File: src/rtl/sorted_set_range_encoder_top_defines.svh
// ----------------------------------------------------------------------------
// Sorted set range encoder assertion macros
// Shared property forms for the encoder's concurrent checks.
// ----------------------------------------------------------------------------
`ifndef SORTED_SET_RANGE_ENCODER_TOP_DEFINES_SVH
`define SORTED_SET_RANGE_ENCODER_TOP_DEFINES_SVH

// implication checked outside reset
`define SSRE_ASSERT_IMP(label, ante, cons, msg) \
   label: assert property (@(posedge clock) disable iff (reset) (ante) |-> (cons)) \
      else $error(msg);

// next-cycle implication, reset included
`define SSRE_ASSERT_NEXT(label, ante, cons, msg) \
   label: assert property (@(posedge clock) (ante) |=> (cons)) else $error(msg);

`endif

File: src/rtl/ssre_pkg.sv
// ----------------------------------------------------------------------------
// Sorted set range encoder package
// Types, widths and codes shared by the front, back and top level.
// ----------------------------------------------------------------------------
package ssre_pkg;

   localparam int SHARED_DEPTH = 4096;
   localparam int ADDR_W       = $clog2(SHARED_DEPTH);
   localparam int CNT_W        = ADDR_W + 1;
   localparam int VAL_W        = 32;
   localparam int POS_W        = 15;
   localparam int KIND_W       = 2;
   localparam int LEN_W        = 3;
   localparam int IN_TDATA_W   = 32;
   localparam int OUT_TDATA_W  = 64;
   localparam int OUT_TUSER_W  = 2;
   localparam int NUM_CAND     = 5;
   localparam int MAX_RES      = 3;

   localparam logic [VAL_W-1:0] NO_VALUE = '1;

   localparam logic [KIND_W-1:0] IN_LOAD   = 2'd0;
   localparam logic [KIND_W-1:0] IN_OFFSET = 2'd1;
   localparam logic [KIND_W-1:0] IN_END    = 2'd2;

   localparam logic [KIND_W-1:0] RK_RANGE = 2'd0;
   localparam logic [KIND_W-1:0] RK_EXTRA = 2'd1;
   localparam logic [KIND_W-1:0] RK_END   = 2'd2;

   typedef enum logic [1:0] {
      OP_LOAD,
      OP_OFFSET,
      OP_END,
      OP_NONE
   } op_type;

   typedef struct packed {
      op_type             op;
      logic [VAL_W-1:0]   value;
      logic               last;
      logic [LEN_W-1:0]   vlen;
   } item_type;

   typedef struct packed {
      logic [KIND_W-1:0]  kind;
      logic [POS_W-1:0]   rbegin;
      logic [POS_W-1:0]   rend;
      logic [VAL_W-1:0]   extra;
      logic               flag;
   } result_type;

   typedef struct packed {
      logic [VAL_W-1:0]   value;
      logic [POS_W-1:0]   start;
   } entry_type;

   function automatic logic [LEN_W-1:0] varint_len(input logic [VAL_W-1:0] v);
      logic [LEN_W-1:0] len;
      if (v < 32'd128)              len = 3'd1;
      else if (v < 32'd16384)       len = 3'd2;
      else if (v < 32'd2097152)     len = 3'd3;
      else if (v < 32'd268435456)   len = 3'd4;
      else                          len = 3'd5;
      return len;
   endfunction

endpackage

File: src/rtl/ssre_front.sv
// ----------------------------------------------------------------------------
// Sorted set range encoder front
// Accepts request transfers, decodes kind and varint size, queues two items.
// ----------------------------------------------------------------------------
module ssre_front (
   input  logic                            clock,
   input  logic                            reset,
   input  logic                            req_tvalid,
   output logic                            req_tready,
   input  logic [ssre_pkg::IN_TDATA_W-1:0] req_tdata,
   input  logic [ssre_pkg::KIND_W-1:0]     req_tuser,
   input  logic                            req_tlast,
   output ssre_pkg::item_type              item,
   output logic                            item_valid,
   input  logic                            item_ready
);
   import ssre_pkg::*;

   item_type   q_ff [2];
   logic       wr_ptr_ff;
   logic       rd_ptr_ff;
   logic [1:0] cnt_ff;
   item_type   cls_in;
   logic       push;
   logic       pop;

   always_comb begin
      cls_in.value = req_tdata;
      cls_in.last  = req_tlast;
      cls_in.vlen  = varint_len(req_tdata);
      case (req_tuser)
         IN_LOAD:   cls_in.op = OP_LOAD;
         IN_OFFSET: cls_in.op = OP_OFFSET;
         IN_END:    cls_in.op = OP_END;
         default:   cls_in.op = OP_NONE;
      endcase
   end

   assign req_tready = (cnt_ff != 2'd2);
   assign push       = req_tvalid && req_tready;
   assign item_valid = (cnt_ff != 2'd0);
   assign pop        = item_valid && item_ready;
   assign item       = q_ff[rd_ptr_ff];

   always_ff @(posedge clock) begin
      if (reset) begin
         wr_ptr_ff <= 1'b0;
         rd_ptr_ff <= 1'b0;
         cnt_ff    <= 2'd0;
      end else begin
         if (push) wr_ptr_ff <= ~wr_ptr_ff;
         if (pop)  rd_ptr_ff <= ~rd_ptr_ff;
         cnt_ff <= cnt_ff + {1'b0, push} - {1'b0, pop};
      end
   end

   always_ff @(posedge clock) begin
      if (push) q_ff[wr_ptr_ff] <= cls_in;
   end

endmodule

File: config.mk
export PLATFORM = sky130hd
export DESIGN_NAME = ssre_front
export DESIGN_NICKNAME = d
export VERILOG_FILES = /design/src/rtl/sorted_set_range_encoder_top_defines.svh /design/src/rtl/ssre_pkg.sv /design/src/rtl/ssre_front.sv
export SDC_FILE = /design/constraint.sdc
export NUM_CORES = 1
export LEC_CHECK = 0
export ABC_CLOCK_PERIOD_IN_PS = 1700
export BUFFER_PORTS_ARGS = -buffer_cell sky130_fd_sc_hd__buf_2
export CAP_MARGIN = 40
export CORE_MARGIN = 1
export CORE_UTILIZATION = 47
export DETAILED_ROUTE_END_ITERATION = 10
export GPL_TIMING_DRIVEN = 0
export PLACE_DENSITY_LB_ADDON = 0.15
export REMOVE_ABC_BUFFERS = 1
export SLEW_MARGIN = 20
export SYNTH_ARGS = -nofsm -noshare
export SYNTH_HDL_FRONTEND = slang
export SYNTH_SLANG_ARGS = --single-unit
File: constraint.sdc
create_clock -name clock -period 1.7 [get_ports clock]
set_input_delay 0 -clock clock [delete_from_list [all_inputs] [get_ports clock]]
set_output_delay 0 -clock clock [all_outputs]
set_load 0.01 [all_outputs]
* After elaboration in Yosys (flattened, before gate mapping)
Memories as Yosys holds them, arrays and structs flattened. A register that Yosys moved wholly into a read port is not among the register bits.
Index checks and enable logic that the tools add are counted.
** Storage, ports and cells
- Memory bits (writable) :: 76
- Memories kept :: 1
- Register bits :: 4
** Cells by class
- Eq/ne operators :: 3
- Reductions and logical operators :: 4
- Muxes and demuxes :: 9
- Bitwise operators :: 2
- Add/subtract/negate cells :: 2
- Magnitude comparators :: 4
** Memories
- q_ff :: depth 2, bits a word 38, read ports 1, clocked after memory_dff 1, wr ports 1, line ssre_front.sv:19 : item_type q_ff [2];
** Operators by type and width (number)
- < comparator 32 x 15 -> 1 bit (second input constant) :: 1
- < comparator 32 x 22 -> 1 bit (second input constant) :: 1
- < comparator 32 x 29 -> 1 bit (second input constant) :: 1
- < comparator 32 x 8 -> 1 bit (second input constant) :: 1
- 2-to-1 mux 3 bit :: 3
- case mux 2 bit (3 select lines) :: 1
- 2-to-1 mux 1 bit :: 5
- adder 2 x 1 -> 2 bit :: 1
- == test 2 x 1 -> 1 bit (second input constant) :: 1
- == test 2 bit (second input constant) :: 1
- logical AND 1 bit :: 2
- logical NOT 2 bit :: 1
- != test 2 bit (second input constant) :: 1
- NOT 1 bit :: 2
- nonzero test 2 bit :: 1
- subtractor 2 x 1 -> 2 bit :: 1

* Depth between registers and ports, before layout
- Word-level depth :: 5
- Gate-level depth with buffers :: 8
- Gate-level depth less buffers :: 8

* Worst setup path after synthesis
OpenSTA, ideal clock, no wires.
- Path type :: reg2reg
- From :: register cnt_ff[0]
- To :: memory q_ff[1][0] in the netlist's numbering, enable pin
- Library setup time :: 0.399 ns
- Clock period less this slack :: 1.968 ns
- Stages on the path, launching flop included :: 3
- Arrival :: 1.569 ns
- Path buffers :: 0
- Data required time :: 1.301 ns
- Path slack :: -0.268 ns
- Path through :: dfxtp_1 -> nand2b_1 -> and3_1
** Between the ends
- Longest elaborated chain between the ends :: 4
** Ends and longest elaborated chain
- start, declared :: line ssre_front.sv:22 : logic [1:0] cnt_ff;
- start signal, assigned :: line ssre_front.sv:53 : cnt_ff <= cnt_ff + {1'b0, push} - {1'b0, pop};
- != test 2 bit :: line ssre_front.sv:39 : assign req_tready = (cnt_ff != 2'd2);
- net req_tready :: line ssre_front.sv:9 : output logic req_tready,
- logical AND 1 bit :: line ssre_front.sv:40 : assign push = req_tvalid && req_tready;
- 2-to-1 mux 1 bit :: line ssre_front.sv:58 : if (push) q_ff[wr_ptr_ff] <= cls_in;
- 2-to-1 mux 1 bit (implied by the code) :: line ssre_front.sv:58
- end, declared :: line ssre_front.sv:19
The timed path passes the listed nets, and every way through them passes these cells.

==> impl_metrics.py <==
metrics = {
    "sta": {
        "rsz0062_at_grt": "no",
        "tightest_slew_ns": 0.503,
        "maxSlewHeadroom_pct": 66.1,
        "finalCritPeriodShare_pct": 92.4,
        "hold-worst-slack_ns": 0.0803,
        "period_needed_ns": 1.57,
        "setup_violations": 0,
        "finalMaxSlewViolations": 0,
        "finalHoldViolCount": 0,
        "fmax_mhz": 637,
        "clock_skew_ns": 0.00879,
    },
    "clock_network": {
        "numCtsBuffers": 9,
        "root_buffer": "clkbuf_8",
        "cts_tree": "built",
        "clockBufferDepth": 2,
        "clock_latency_ns": 0.34,
        "path_clk_slew_ns": 0.07,
        "cts_setup_buffers": 0,
        "clock-sinks": 81,
        "cts.htree.levels": 3,
    },
    "placed_design": {
        "dp_hpwl_um": 3390,
        "gp_congestion": 0.654,
        "dp_cells": 308,
        "port_buffers": 78,
    },
    "final_layout": {
        "diodes": 0,
        "final_cells": 361,
        "drive_gt1_share_pct": 42.0,
        "syn_to_final_growth_pct": 35.1,
        "nNetsFinal": 322,
    },
    "synth": {
        "ys_seq_area_share_pct": 78.1,
        "ys_async_sr_fraction_pct": 0,
        "yosysTopAreaCellShare_pct": 74.8,
        "synth_commonest_cells": "edfxtp_1 (76), mux2_1 (20), mux2_2 (18), dfxtp_1 (5)",
        "synth_enable_flop_cells": 76,
        "synth-seq-cells": 81,
        "synthesis.area_um2": 3050,
        "synth_cells": 158,
        "avgSynthCellArea_um2": 19.3,
        "synth_area_leaders": "edfxtp_1 (75%), mux2_1 (7.4%), mux2_2 (6.6%)",
        "yosysUniqueCellTypes": 29,
        "synth.most_common_cell": "edfxtp_1",
        "yosys_warnings": 0,
        "yosysTopAreaCell": "edfxtp_1",
        "synth_flop_cell": "edfxtp_1",
    },
    "critical_path": {
        "startpoint_type": "register",
        "worstPathRequired_ns": 1.70,
        "crit_arrival_ns": 1.57,
        "path_class": "reg2out",
        "critPathMaxFanout": 24,
        "critPathCaptureType": "output port",
    },
    "status": {
        "status": "finished, final reports clean",
    },
    "die": {
        "die_h_um": 82.6,
        "die_area_um2": 6820,
        "die_width_um": 82.6,
        "core_um2": 6100,
        "io_pins": 79,
        "initial_core_util_pct": 50.1,
        "fp-row-count": 28,
    },
    "grt": {
        "antenna_found_initial": 0,
        "grt_pass1_wl_um": 8210,
        "grt_pass1_vias": 1763,
        "overflow": 0,
        "grt_usage_pct": 16.9,
        "grt_max_degree": 27,
    },
    "job": {
        "drv_cap": 0,
    },
    "drt": {
        "post_drt_wl_per_cell_um": 15.1,
        "drt-initial-drc-count": 89,
        "viasPerCell": 4.96,
        "wirelength_um": 5460,
        "first_pass_iters": 4,
        "drc_errors": 0,
        "num_vias": 1789,
        "ant_nets": 0,
    },
    "hold_path": {
        "hold_path.class": "in2reg",
    },
    "pwr": {
        "power.leakage_nw": 1.54,
        "vdd_ir_drop_max_mv": 0.728,
        "powerDensity_nw_per_um2": 1310,
    },
}
per-layer routing:
| metal | GRT usage (%) | routed length [um] | share of wire, % |
|---|---|---|---|
| met5 | 0 | 0 | 0 |
| met4 | 8.28 | 82 | 1.5 |
| met3 | 4.51 | 294 | 5.4 |
| met2 | 26.9 | 2670 | 49 |
| met1 | 21.5 | 2410 | 44 |
layout make-up:
cell class	count	area [um^2]
flip-flops and latches	81	2390
repair buffers	118	821
well taps	75	93.8
multi-input cells	69	638
inverters	2	7.51
clock inverters	3	17.5
fillers	440	1970
clock buffers	13	159
report_power, final:
part / total, mW / switching (mW) / leakage [nW] / internal (mW)
logic: 1.48 / 0.738 / 0.712 / 0.739
registers: 2.67 / 0.137 / 0.744 / 2.54
clock network: 1.25 / 0.640 / 0.0894 / 0.607
cells by family after synthesis:
| family | Yosys count | share of synthesized area (%) |
|---|---|---|
| mux | 38 | 14.0 |
| flops | 81 | 78.1 |
| simple gates | 21 | 3.85 |
| xor+xnor | 2 | 0.574 |
| buf+inv | 8 | 1.15 |
| fa+ha+maj | 2 | 0.820 |
| compound gates | 6 | 1.52 |
stage by stage:
stage / setup slack (ns) / total power [mW] / cell area, um^2 / TNS [ns] / utilization (%)
floorplan: -0.268 / 3.51 / 3020 / -15.17 / -
global placement: -0.775 / 4.06 / 3510 / -68.08 / 57.6
detailed placement: 0.119 / 4.14 / 3570 / 0 / 58.6
CTS: 0.0882 / 5.45 / 4120 / 0 / 67.6
global route: 0.0482 / 5.67 / 4120 / 0 / 67.6
finish: 0.130 / 5.40 / 4120 / 0 / 67.6
flip-flops by register name, summed over array words and instances, names as in the netlist, named ones only:
register	count
cnt_ff	2
q_ff	76
rd_ptr_ff	1
wr_ptr_ff	1
final timing paths:
| path | from | endpoint | slack [ns] | depth (start not counted) |
|---|---|---|---|---|
| worst max-delay path | register | item[14] | 0.13 | 3 |
| worst min-delay path | item_ready | register | 0.08 | 4 |
| worst max register to register | cnt_ff[0] | cnt_ff[1] | 0.14 | 8 |
| worst min register to register | rd_ptr_ff | register | 0.53 | 2 |
worst max-delay path: stages, from the launching register on:
cell     delay (ns)
dfxtp_4        0.50
buf_12         0.23
mux2_2         0.36
buf_2          0.14
cells in the final DEF (no fill, tap or decap), drive strengths merged, types with 2 or more instances in the layout:
| cell type | n |
|---|---|
| clkbuf | 13 |
| nor3 | 3 |
| clkinv | 2 |
| edfxtp | 76 |
| mux2 | 38 |
| inv | 2 |
| buf | 81 |
| nor4 | 3 |
| dlygate4sd3 | 37 |
| dfxtp | 5 |
| nand2 | 2 |
| ha | 2 |
| nor2 | 4 |
repair_timing:
item / in CTS / in global routing
hold buffers: 37 / 0
hold endpoints to repair: 75 / 0
endpoints found under the setup margin: 24 / 1
cloned: 0 / 0
gates resized for setup: 1 / 1
No activity file was read; power rests on OpenSTA's default activity.
